===== src/hdl/lcs_pkg.sv =====
// Shared types and constants for the lubrication cycle sequencer.
// Used by lcs_cfg_regs, lcs_core and the top level; depends on nothing.
`default_nettype none

package lcs_pkg;

	localparam int CFG_W   = 16;
	localparam int CIDX_W  = 3;
	localparam int SEC_W   = 6;
	localparam int TMIN_W  = 8;
	localparam int MODE_W  = 3;
	localparam int OP_W    = 3;

	localparam logic [SEC_W-1:0]  SECONDS_PER_MINUTE = 6'd60;
	localparam logic [5:0]        LAST_MINUTE        = 6'd59;
	localparam logic [SEC_W-1:0]  TEST_SECONDS_DEF   = 6'd60;
	localparam logic [TMIN_W-1:0] TEST_MINUTES_DEF   = 8'd5;

	localparam logic [MODE_W-1:0] MODE_IDLE  = 3'd0;
	localparam logic [MODE_W-1:0] MODE_LUBE  = 3'd1;
	localparam logic [MODE_W-1:0] MODE_PAUSE = 3'd2;
	localparam logic [MODE_W-1:0] MODE_TEST  = 3'd3;
	localparam logic [MODE_W-1:0] MODE_SLEEP = 3'd4;

	localparam logic [OP_W-1:0] OP_NONE  = 3'd0;
	localparam logic [OP_W-1:0] OP_LUBE  = 3'd1;
	localparam logic [OP_W-1:0] OP_TEST  = 3'd2;
	localparam logic [OP_W-1:0] OP_SLEEP = 3'd3;
	localparam logic [OP_W-1:0] OP_STOP  = 3'd4;

	localparam logic [CIDX_W-1:0] REG_PATTERN_0     = 3'd0;
	localparam logic [CIDX_W-1:0] REG_PATTERN_1     = 3'd1;
	localparam logic [CIDX_W-1:0] REG_PATTERN_2     = 3'd2;
	localparam logic [CIDX_W-1:0] REG_PATTERN_3     = 3'd3;
	localparam logic [CIDX_W-1:0] REG_OUTLET_COUNT  = 3'd4;
	localparam logic [CIDX_W-1:0] REG_DOSE_AMOUNT   = 3'd5;
	localparam logic [CIDX_W-1:0] REG_PAUSE_HOURS   = 3'd6;
	localparam logic [CIDX_W-1:0] REG_PAUSE_MINUTES = 3'd7;

	typedef struct packed {
		logic [3:0][7:0] pattern_word;
		logic [7:0]      outlet_count;
		logic [15:0]     dose_amount;
		logic [7:0]      pause_hours;
		logic [5:0]      pause_minutes;
	} cfg_t;

	typedef struct packed {
		logic [MODE_W-1:0] mode;
		logic              motor_on;
		logic              cycle_done;
		logic              pause_started;
		logic              lubrication_restarted;
		logic              pause_minute_elapsed;
		logic              test_finished;
		logic [7:0]        pause_hours_left;
		logic [5:0]        pause_minutes_left;
		logic [15:0]       sensor_idle_seconds;
		logic [31:0]       total_strokes;
	} res_t;

endpackage

`default_nettype wire


===== src/hdl/lcs_cfg_regs.sv =====
// Configuration register file of the lubrication cycle sequencer.
// Depends on lcs_pkg for the register indexes and the cfg_t bundle.
`default_nettype none

module lcs_cfg_regs (
	input  wire logic                        clk,
	input  wire logic                        arst_n,
	input  wire logic                        cfg_we,
	input  wire logic [lcs_pkg::CIDX_W-1:0]  cfg_index,
	input  wire logic [lcs_pkg::CFG_W-1:0]   cfg_data,
	output lcs_pkg::cfg_t                    cfg
);

	lcs_pkg::cfg_t cfg_q;

	always_ff @(posedge clk or negedge arst_n) begin
		if (!arst_n) begin
			cfg_q.pattern_word  <= {4{8'd1}};
			cfg_q.outlet_count  <= 8'd1;
			cfg_q.dose_amount   <= 16'd0;
			cfg_q.pause_hours   <= 8'd0;
			cfg_q.pause_minutes <= 6'd0;
		end else if (cfg_we) begin
			unique case (cfg_index)
				lcs_pkg::REG_PATTERN_0:     cfg_q.pattern_word[0] <= cfg_data[7:0];
				lcs_pkg::REG_PATTERN_1:     cfg_q.pattern_word[1] <= cfg_data[7:0];
				lcs_pkg::REG_PATTERN_2:     cfg_q.pattern_word[2] <= cfg_data[7:0];
				lcs_pkg::REG_PATTERN_3:     cfg_q.pattern_word[3] <= cfg_data[7:0];
				lcs_pkg::REG_OUTLET_COUNT:  cfg_q.outlet_count    <= cfg_data[7:0];
				lcs_pkg::REG_DOSE_AMOUNT:   cfg_q.dose_amount     <= cfg_data[15:0];
				lcs_pkg::REG_PAUSE_HOURS:   cfg_q.pause_hours     <= cfg_data[7:0];
				lcs_pkg::REG_PAUSE_MINUTES: cfg_q.pause_minutes   <= cfg_data[5:0];
				default: ;
			endcase
		end
	end

	assign cfg = cfg_q;

endmodule

`default_nettype wire


===== src/hdl/lcs_core.sv =====
// Sequencer state and the per-item next-state logic of the lubrication
// cycle sequencer. Depends on lcs_pkg; fed by lcs_cfg_regs.
`default_nettype none

module lcs_core #(
	parameter logic [lcs_pkg::SEC_W-1:0]  TEST_SECONDS = lcs_pkg::TEST_SECONDS_DEF,
	parameter logic [lcs_pkg::TMIN_W-1:0] TEST_MINUTES = lcs_pkg::TEST_MINUTES_DEF
) (
	input  wire logic                        clk,
	input  wire logic                        arst_n,
	input  wire logic                        step_en,
	input  wire logic [lcs_pkg::OP_W-1:0]    op,
	input  wire logic                        second_tick,
	input  wire logic                        sensor_active,
	input  lcs_pkg::cfg_t                    cfg,
	output lcs_pkg::res_t                    res
);

	logic [lcs_pkg::MODE_W-1:0] mode_q, mode_d, mode_cmd;
	logic                       latched_q, latched_d;
	logic [7:0]                 strokes_q, strokes_d, strokes_inc;
	logic [1:0]                 pidx_q, pidx_d;
	logic [15:0]                dose_q, dose_d, dose_sub;
	logic [16:0]                dose_sum;
	logic [lcs_pkg::SEC_W-1:0]  psec_q, psec_d;
	logic [5:0]                 pmin_q, pmin_d;
	logic [7:0]                 phr_q, phr_d;
	logic [lcs_pkg::SEC_W-1:0]  tsec_q, tsec_d;
	logic [lcs_pkg::TMIN_W-1:0] tmin_q, tmin_d;
	logic [15:0]                idle_q, idle_d;
	logic [31:0]                total_q, total_d;
	logic                       press, pattern_hit, test_over;
	logic                       cycle_done, pause_started, restarted, minute_elapsed;
	logic                       test_finished;

	// Command decode; unknown codes leave the mode alone.
	always_comb begin
		unique case (op)
			lcs_pkg::OP_LUBE:  mode_cmd = lcs_pkg::MODE_LUBE;
			lcs_pkg::OP_TEST:  mode_cmd = lcs_pkg::MODE_TEST;
			lcs_pkg::OP_SLEEP: mode_cmd = lcs_pkg::MODE_SLEEP;
			lcs_pkg::OP_STOP:  mode_cmd = lcs_pkg::MODE_IDLE;
			default:           mode_cmd = mode_q;
		endcase
	end

	always_comb begin
		mode_d         = mode_cmd;
		latched_d      = latched_q;
		strokes_d      = strokes_q;
		pidx_d         = pidx_q;
		dose_d         = dose_q;
		psec_d         = psec_q;
		pmin_d         = pmin_q;
		phr_d          = phr_q;
		tsec_d         = tsec_q;
		tmin_d         = tmin_q;
		idle_d         = idle_q;
		total_d        = total_q;
		test_over      = 1'b0;
		cycle_done     = 1'b0;
		pause_started  = 1'b0;
		restarted      = 1'b0;
		minute_elapsed = 1'b0;
		test_finished  = 1'b0;

		// Second tick work happens on the mode chosen by this item's command.
		if (second_tick) begin
			if ((mode_cmd == lcs_pkg::MODE_LUBE || mode_cmd == lcs_pkg::MODE_TEST) &&
			    idle_q != 16'hFFFF) begin
				idle_d = idle_q + 16'd1;
			end
			if (mode_cmd == lcs_pkg::MODE_PAUSE && psec_q != '0) begin
				psec_d = psec_q - lcs_pkg::SEC_W'(1);
			end
			if (mode_cmd == lcs_pkg::MODE_TEST) begin
				if (tsec_q <= lcs_pkg::SEC_W'(1)) begin
					tsec_d = lcs_pkg::SECONDS_PER_MINUTE;
					if (tmin_q == '0) begin
						test_over = 1'b1;
					end else begin
						tmin_d = tmin_q - lcs_pkg::TMIN_W'(1);
					end
				end else begin
					tsec_d = tsec_q - lcs_pkg::SEC_W'(1);
				end
			end
		end

		// A stroke counts only on the rising sensor level, and only while the
		// pump runs; the latch then simply follows the sensor.
		press       = sensor_active && !latched_q;
		strokes_inc = strokes_q + 8'd1;
		pattern_hit = strokes_inc >= cfg.pattern_word[pidx_q];
		dose_sub    = (dose_q >= {8'd0, cfg.outlet_count}) ?
		              dose_q - {8'd0, cfg.outlet_count} : 16'd0;
		dose_sum    = {1'b0, dose_sub} + {1'b0, cfg.dose_amount};

		if (mode_cmd == lcs_pkg::MODE_LUBE || mode_cmd == lcs_pkg::MODE_TEST) begin
			latched_d = sensor_active;
			if (press) begin
				idle_d = 16'd0;
				if (pattern_hit) begin
					strokes_d  = 8'd0;
					pidx_d     = pidx_q + 2'd1;
					cycle_done = 1'b1;
				end else begin
					strokes_d = strokes_inc;
				end
			end
		end

		if (mode_cmd == lcs_pkg::MODE_LUBE) begin
			if (press) begin
				total_d = total_q + 32'd1;
				if (pattern_hit) begin
					dose_d = dose_sub;
					if (dose_sub < {8'd0, cfg.outlet_count}) begin
						dose_d        = dose_sum[16] ? 16'hFFFF : dose_sum[15:0];
						mode_d        = lcs_pkg::MODE_PAUSE;
						psec_d        = lcs_pkg::SECONDS_PER_MINUTE;
						pmin_d        = cfg.pause_minutes;
						phr_d         = cfg.pause_hours;
						pause_started = 1'b1;
					end
				end
			end
		end else if (mode_cmd == lcs_pkg::MODE_PAUSE) begin
			if (psec_d == '0) begin
				psec_d         = lcs_pkg::SECONDS_PER_MINUTE;
				minute_elapsed = 1'b1;
				if (pmin_q == '0) begin
					if (phr_q != '0) begin
						pmin_d = lcs_pkg::LAST_MINUTE;
						phr_d  = phr_q - 8'd1;
					end
				end else begin
					pmin_d = pmin_q - 6'd1;
				end
			end
			if (phr_d == '0 && pmin_d == '0) begin
				mode_d    = lcs_pkg::MODE_LUBE;
				pmin_d    = cfg.pause_minutes;
				phr_d     = cfg.pause_hours;
				restarted = 1'b1;
			end
		end else if (mode_cmd == lcs_pkg::MODE_TEST) begin
			if (test_over) begin
				tsec_d        = TEST_SECONDS;
				tmin_d        = TEST_MINUTES;
				mode_d        = lcs_pkg::MODE_IDLE;
				idle_d        = 16'd0;
				test_finished = 1'b1;
			end
		end
	end

	always_ff @(posedge clk or negedge arst_n) begin
		if (!arst_n) begin
			mode_q    <= lcs_pkg::MODE_IDLE;
			latched_q <= 1'b0;
			strokes_q <= 8'd0;
			pidx_q    <= 2'd0;
			dose_q    <= 16'd0;
			psec_q    <= lcs_pkg::SECONDS_PER_MINUTE;
			pmin_q    <= 6'd0;
			phr_q     <= 8'd0;
			tsec_q    <= TEST_SECONDS;
			tmin_q    <= TEST_MINUTES;
			idle_q    <= 16'd0;
			total_q   <= 32'd0;
		end else if (step_en) begin
			mode_q    <= mode_d;
			latched_q <= latched_d;
			strokes_q <= strokes_d;
			pidx_q    <= pidx_d;
			dose_q    <= dose_d;
			psec_q    <= psec_d;
			pmin_q    <= pmin_d;
			phr_q     <= phr_d;
			tsec_q    <= tsec_d;
			tmin_q    <= tmin_d;
			idle_q    <= idle_d;
			total_q   <= total_d;
		end
	end

	always_comb begin
		res.mode                  = mode_d;
		res.motor_on              = mode_d == lcs_pkg::MODE_LUBE || mode_d == lcs_pkg::MODE_TEST;
		res.cycle_done            = cycle_done;
		res.pause_started         = pause_started;
		res.lubrication_restarted = restarted;
		res.pause_minute_elapsed  = minute_elapsed;
		res.test_finished         = test_finished;
		res.pause_hours_left      = phr_d;
		res.pause_minutes_left    = pmin_d;
		res.sensor_idle_seconds   = idle_d;
		res.total_strokes         = total_d;
	end

	// The pause countdown never leaves its seconds register past a full minute.
	a_psec_range: assert property (@(posedge clk) disable iff (!arst_n)
		psec_q <= lcs_pkg::SECONDS_PER_MINUTE)
		else $error("pause second count out of range");

	// Test seconds never sit at zero; a finished minute reloads them.
	a_tsec_nonzero: assert property (@(posedge clk) disable iff (!arst_n)
		tsec_q != '0)
		else $error("test second count reached zero");

	// In idle mode nothing is counted: the stroke total and the dose hold.
	a_idle_hold: assert property (@(posedge clk) disable iff (!arst_n)
		(step_en && mode_cmd == lcs_pkg::MODE_IDLE) |=> $stable(total_q) && $stable(dose_q))
		else $error("counters moved while idle");

endmodule

`default_nettype wire


===== src/hdl/lubrication_cycle_sequencer.sv =====
// Lubrication cycle sequencer: accepts one sample per item (command, second
// tick, proximity sensor level) and returns one status item per sample.
//
// Input items arrive on in_valid/in_ready with op, second_tick and
// sensor_active; results leave on out_valid/out_ready with the mode, the
// motor drive, the event flags and the pause, idle and stroke counters.
// An item is first captured in an input register; once the output register
// can take a result, the sequencer state is stepped and the result lands in
// the output register, raising out_valid; one item is accepted in every
// cycle while the receiver keeps up.
// When the receiver stalls, the held result and one item in the input
// register wait; in_ready drops only when both are occupied.
// The user writes configuration via cfg_we, cfg_index and cfg_data only while
// the block is idle (not enforced); a write takes effect at the clock edge.
// Reset puts the block in idle with all counters cleared, the pause and test
// countdowns loaded, every pattern word and the outlet count at one.
// Depends on lcs_pkg, lcs_cfg_regs and lcs_core.
`default_nettype none

module lubrication_cycle_sequencer #(
	parameter logic [lcs_pkg::SEC_W-1:0]  TEST_SECONDS = lcs_pkg::TEST_SECONDS_DEF,
	parameter logic [lcs_pkg::TMIN_W-1:0] TEST_MINUTES = lcs_pkg::TEST_MINUTES_DEF
) (
	input  wire logic                        clk,
	input  wire logic                        arst_n,
	input  wire logic                        cfg_we,
	input  wire logic [lcs_pkg::CIDX_W-1:0]  cfg_index,
	input  wire logic [lcs_pkg::CFG_W-1:0]   cfg_data,
	input  wire logic                        in_valid,
	output wire logic                        in_ready,
	input  wire logic [lcs_pkg::OP_W-1:0]    op,
	input  wire logic                        second_tick,
	input  wire logic                        sensor_active,
	output wire logic                        out_valid,
	input  wire logic                        out_ready,
	output wire logic [lcs_pkg::MODE_W-1:0]  mode,
	output wire logic                        motor_on,
	output wire logic                        cycle_done,
	output wire logic                        pause_started,
	output wire logic                        lubrication_restarted,
	output wire logic                        pause_minute_elapsed,
	output wire logic                        test_finished,
	output wire logic [7:0]                  pause_hours_left,
	output wire logic [5:0]                  pause_minutes_left,
	output wire logic [15:0]                 sensor_idle_seconds,
	output wire logic [31:0]                 total_strokes
);

	lcs_pkg::cfg_t              cfg;
	lcs_pkg::res_t              res, res_s2;
	logic                       valid_s1, valid_s2;
	logic [lcs_pkg::OP_W-1:0]   op_s1;
	logic                       tick_s1, sensor_s1;
	logic                       advance, step_en;

	assign advance  = !valid_s2 || out_ready;
	assign in_ready = !valid_s1 || advance;
	assign step_en  = valid_s1 && advance;

	lcs_cfg_regs u_cfg (
		.clk       (clk),
		.arst_n    (arst_n),
		.cfg_we    (cfg_we),
		.cfg_index (cfg_index),
		.cfg_data  (cfg_data),
		.cfg       (cfg)
	);

	lcs_core #(
		.TEST_SECONDS (TEST_SECONDS),
		.TEST_MINUTES (TEST_MINUTES)
	) u_core (
		.clk           (clk),
		.arst_n        (arst_n),
		.step_en       (step_en),
		.op            (op_s1),
		.second_tick   (tick_s1),
		.sensor_active (sensor_s1),
		.cfg           (cfg),
		.res           (res)
	);

	always_ff @(posedge clk or negedge arst_n) begin
		if (!arst_n) begin
			valid_s1 <= 1'b0;
			valid_s2 <= 1'b0;
		end else begin
			if (in_ready) begin
				valid_s1 <= in_valid;
			end
			if (advance) begin
				valid_s2 <= valid_s1;
			end
		end
	end

	always_ff @(posedge clk) begin
		if (in_valid && in_ready) begin
			op_s1     <= op;
			tick_s1   <= second_tick;
			sensor_s1 <= sensor_active;
		end
		if (step_en) begin
			res_s2 <= res;
		end
	end

	assign out_valid             = valid_s2;
	assign mode                  = res_s2.mode;
	assign motor_on              = res_s2.motor_on;
	assign cycle_done            = res_s2.cycle_done;
	assign pause_started         = res_s2.pause_started;
	assign lubrication_restarted = res_s2.lubrication_restarted;
	assign pause_minute_elapsed  = res_s2.pause_minute_elapsed;
	assign test_finished         = res_s2.test_finished;
	assign pause_hours_left      = res_s2.pause_hours_left;
	assign pause_minutes_left    = res_s2.pause_minutes_left;
	assign sensor_idle_seconds   = res_s2.sensor_idle_seconds;
	assign total_strokes         = res_s2.total_strokes;

	// A pause only begins on a completed pattern.
	a_pause_on_cycle: assert property (@(posedge clk) disable iff (!arst_n)
		(valid_s2 && res_s2.pause_started) |->
		(res_s2.cycle_done && res_s2.mode == lcs_pkg::MODE_PAUSE))
		else $error("pause started without a completed pattern");

	// A restart leaves the block lubricating with the motor running.
	a_restart_mode: assert property (@(posedge clk) disable iff (!arst_n)
		(valid_s2 && res_s2.lubrication_restarted) |->
		(res_s2.mode == lcs_pkg::MODE_LUBE && res_s2.motor_on))
		else $error("restart flagged outside lubrication");

	// A finished test run leaves the block idle with the idle timer cleared.
	a_test_done_idle: assert property (@(posedge clk) disable iff (!arst_n)
		(valid_s2 && res_s2.test_finished) |->
		(res_s2.mode == lcs_pkg::MODE_IDLE && res_s2.sensor_idle_seconds == 16'd0))
		else $error("test finished but block not idle");

	// A held result with an item waiting behind it must block new input.
	a_full_blocks: assert property (@(posedge clk) disable iff (!arst_n)
		(valid_s1 && valid_s2 && !out_ready) |-> !in_ready)
		else $error("input accepted while both stages are full");

endmodule

`default_nettype wire

===== config.mk =====
export PLATFORM = sky130hd
export DESIGN_NAME = lubrication_cycle_sequencer
export DESIGN_NICKNAME = d
export VERILOG_FILES = /design/src/hdl/lcs_pkg.sv /design/src/hdl/lcs_cfg_regs.sv /design/src/hdl/lcs_core.sv /design/src/hdl/lubrication_cycle_sequencer.sv
export SDC_FILE = /design/constraint.sdc
export NUM_CORES = 1
export LEC_CHECK = 0
export ABC_CLOCK_PERIOD_IN_PS = 13600
export BUFFER_PORTS_ARGS = -buffer_cell sky130_fd_sc_hd__buf_4
export CORE_AREA = 2 2 193 195
export CTS_CLUSTER_DIAMETER = 150
export CTS_CLUSTER_SIZE = 25
export DETAILED_ROUTE_END_ITERATION = 16
export DIE_AREA = 0 0 195 197
export SLEW_MARGIN = 20
export SYNTH_ARGS = -nofsm -noshare
export SYNTH_HDL_FRONTEND = slang
export SYNTH_SLANG_ARGS = --single-unit

===== constraint.sdc =====
create_clock -name clk -period 13.6 [get_ports clk]
set_input_delay 2.72 -clock clk [delete_from_list [all_inputs] [get_ports clk]]
set_output_delay 2.72 -clock clk [all_outputs]
set_load 0.005 [all_outputs]

==> flow_metrics.py <==
metrics = {
    "timing": {
        "relSlewSlack": 0.430,
        "finalCritPeriodShare": 0.432,
        "setup-violations-final": 0,
        "fin_tns_setup_ps": 0,
        "tightest_slew_ps": 832,
        "maxSlewViolCount": 0,
        "hold_ws_ps": 493,
        "period_needed_ps": 5880,
        "fin_skew_ps": 34.5,
        "timing.fmax_mhz": 170,
        "rsz0062_at_grt": "no",
        "hold_violations": 0,
    },
    "detailed_routing": {
        "wl_mm": 33.2,
        "drc_errors": 0,
        "vias": 10600,
        "drtPass1Iterations": 5,
        "post_drt_via_cell_ratio": 5.47,
        "ant_nets": 0,
        "wl_per_cell_um": 17.1,
        "drt_iter0_markers": 557,
    },
    "finish": {
        "diodes": 0,
        "drive_gt1_frac": 0.171,
        "fin_nets": 1549,
        "fillers": 3528,
        "area_delta_synth_final_pct": 11.3,
    },
    "yosys": {
        "yosysTopAreaCellShare": 0.296,
        "ys_types": 85,
        "synth_most_common_cell": "dfrtp_1",
        "synth_edf_count": 76,
        "synth_seq_area_share": 0.483,
        "synth_top_area_cell": "dfrtp_1",
        "synth_seq_cells": 260,
        "synthesis.area_um2": 14300,
        "synthFlopType": "dfrtp_1",
        "syn-num-nets": 1477,
        "syn_avg_cell_area_um2": 10.2,
        "ys_top_cells_by_area": "dfrtp_1, edfxtp_1, mux2_2, ha_1, nand2_1",
        "netlist_instances": 1396,
        "yosysWarnings": 0,
        "synth_common_cells": "dfrtp_1, nand2_1, nor2_1, edfxtp_1, o21ai_0",
        "synthArstFlopShare": 0.708,
    },
    "clock_tree": {
        "cts_made_buffers": 14,
        "tritoncts": "yes",
        "clk_pin_slew_ps": 90,
        "ctsResizeCount": 0,
        "htreeDepth": 1,
        "cts_setup_buffers": 0,
        "clock_latency_ps": 510,
        "cts-root-buf": "clkbuf_16",
        "cts_hold_buf": 0,
        "numClockSinks": 260,
        "max-clock-path-buffers": 3,
    },
    "grt": {
        "grt_use_total": 0.173,
        "grt_pass1_wl_mm": 54.6,
        "grt_overflow": 0,
        "grt_max_degree": 70,
        "grt_pass1_vias": 10300,
        "grt_antenna_before_repair": 0,
    },
    "place": {
        "post-dp-hpwl_mm": 23.9,
        "io_buffers": 101,
        "gp_congestion": 0.898,
    },
    "setup_path": {
        "worst-path-max-fanout": 3,
        "start_kind": "primary input",
        "crit_arrival_ps": 3160,
        "endpoint_kind": "primary output",
        "reg2reg_depth": 16,
        "worstPathRequired_ps": 10880,
        "crit_type": "primary input to primary output",
    },
    "flow_run": {
        "drv_cap": 0,
    },
    "die": {
        "rows": 70,
        "die_width_um": 195,
        "initial_core_util": 0.394,
        "io_pins": 102,
        "design.core.area_um2": 36300,
        "floorplan.die_area_um2": 38400,
        "die_y_um": 197,
    },
    "outcome": {
        "status": "completed",
    },
    "min_path": {
        "worstHoldPathCells": 1,
        "hp-class": "register to register",
    },
    "pwr": {
        "powerDensity_nw_per_um2": 186,
        "p_leak_nw": 6.71,
        "vdd_drop_max_v": 0.000174,
    },
}
==> critical path: stages <==
cell and delay, ps:
buf_4 110, nand3b_1 170, buf_4 150
==> per-stage QoR <==
stage	area (um2)	setup slack, ps	total power, mW	utilization	cells
finish	15900	7720	2.97	0.439	1944
global route	15900	7680	3.21	0.439	1944
CTS	15900	7720	2.99	0.439	1944
detailed placement	15500	7720	2.51	0.427	1920
global placement	15500	7730	2.47	0.427	1920
floorplan	14300	7620	2.15	-	1396
==> path summary, 6_finish.rpt <==
check | startpoint | to | slack, ps
setup / recovery | out_ready | in_ready | 7720
hold / removal | u_core.total_q[31]$_DFFE_PN0P_ | u_core.total_q[31]$_DFFE_PN0P_ | 490
setup reg to reg | u_cfg.cfg[37]$_DFFE_PN0P_ | pause_hours_left[2]$_DFFE_PP_ | 8410
hold reg to reg | u_core.total_q[31]$_DFFE_PN0P_ | u_core.total_q[31]$_DFFE_PN0P_ | 490
max in group asynchronous | arst_n | u_cfg.cfg[56]$_DFFE_PN0P_ | 10180
min in group asynchronous | arst_n | u_core.total_q[14]$_DFFE_PN0P_ | 2150
==> cell usage in the layout (no fill, tap or decap), drive strengths merged, types with 17 or more instances in the layout <==
| cell type | instances |
|---|---|
| dfrtp | 169 |
| o21ai | 80 |
| xor2 | 51 |
| nand2 | 163 |
| inv | 45 |
| nand4 | 18 |
| buf | 112 |
| clkbuf | 24 |
| ha | 50 |
| nand3 | 51 |
| a21oi | 52 |
| nor2 | 136 |
| mux2 | 72 |
| o31ai | 17 |
| nor3 | 46 |
| xnor2 | 53 |
| edfxtp | 76 |
==> layer usage <==
layer  global-route usage  vias to the layer above  share of wire
met5                    0                        -              0
met4               0.0515                        0          0.028
met3               0.0185                       48          0.032
met2                0.289                      209           0.47
met1                0.239                     5189           0.47
li1                     -                     5184              -
==> cells by family after synthesis <==
kind of cell	Yosys count	share of synthesized area
fa+ha+maj	52	0.0466
simple gates	516	0.175
compound gates	275	0.129
buf+inv	102	0.0289
mux	87	0.0742
xor+xnor	104	0.0637
flops	260	0.483
==> cell type report <==
class | count | area, um2 | area share
clock buffers | 23 | 405 | 0.0255
clock inverters | 1 | 16.3 | 0.00102
inverters | 45 | 171 | 0.0108
multi-input cells | 1034 | 6980 | 0.439
flip-flops and latches | 260 | 6910 | 0.434
well taps | 468 | 586 | 0.0368
repair buffers | 113 | 855 | 0.0537
==> power by group <==
| group | internal [mW] | switching, mW |
|---|---|---|
| Clock | 0.210 | 0.256 |
| Sequential | 0.965 | 0.148 |
| Combinational | 0.599 | 0.788 |
| Total | 1.77 | 1.19 |
==> sequential cells by signal, indices dropped and copies added, names as in the netlist, 2 cells and up <==
name / count
u_core.pmin_q: 6
op_s1: 3
u_core.tmin_q: 8
pause_minutes_left: 6
u_core.total_q: 32
mode: 3
u_core.mode_q: 3
total_strokes: 32
u_cfg.cfg: 70
u_core.phr_q: 8
u_core.dose_q: 16
u_core.strokes_q: 8
sensor_idle_seconds: 16
u_core.psec_q: 6
u_core.idle_q: 16
pause_hours_left: 8
u_core.tsec_q: 6
u_core.pidx_q: 2
(Power assumes the default switching activity.)
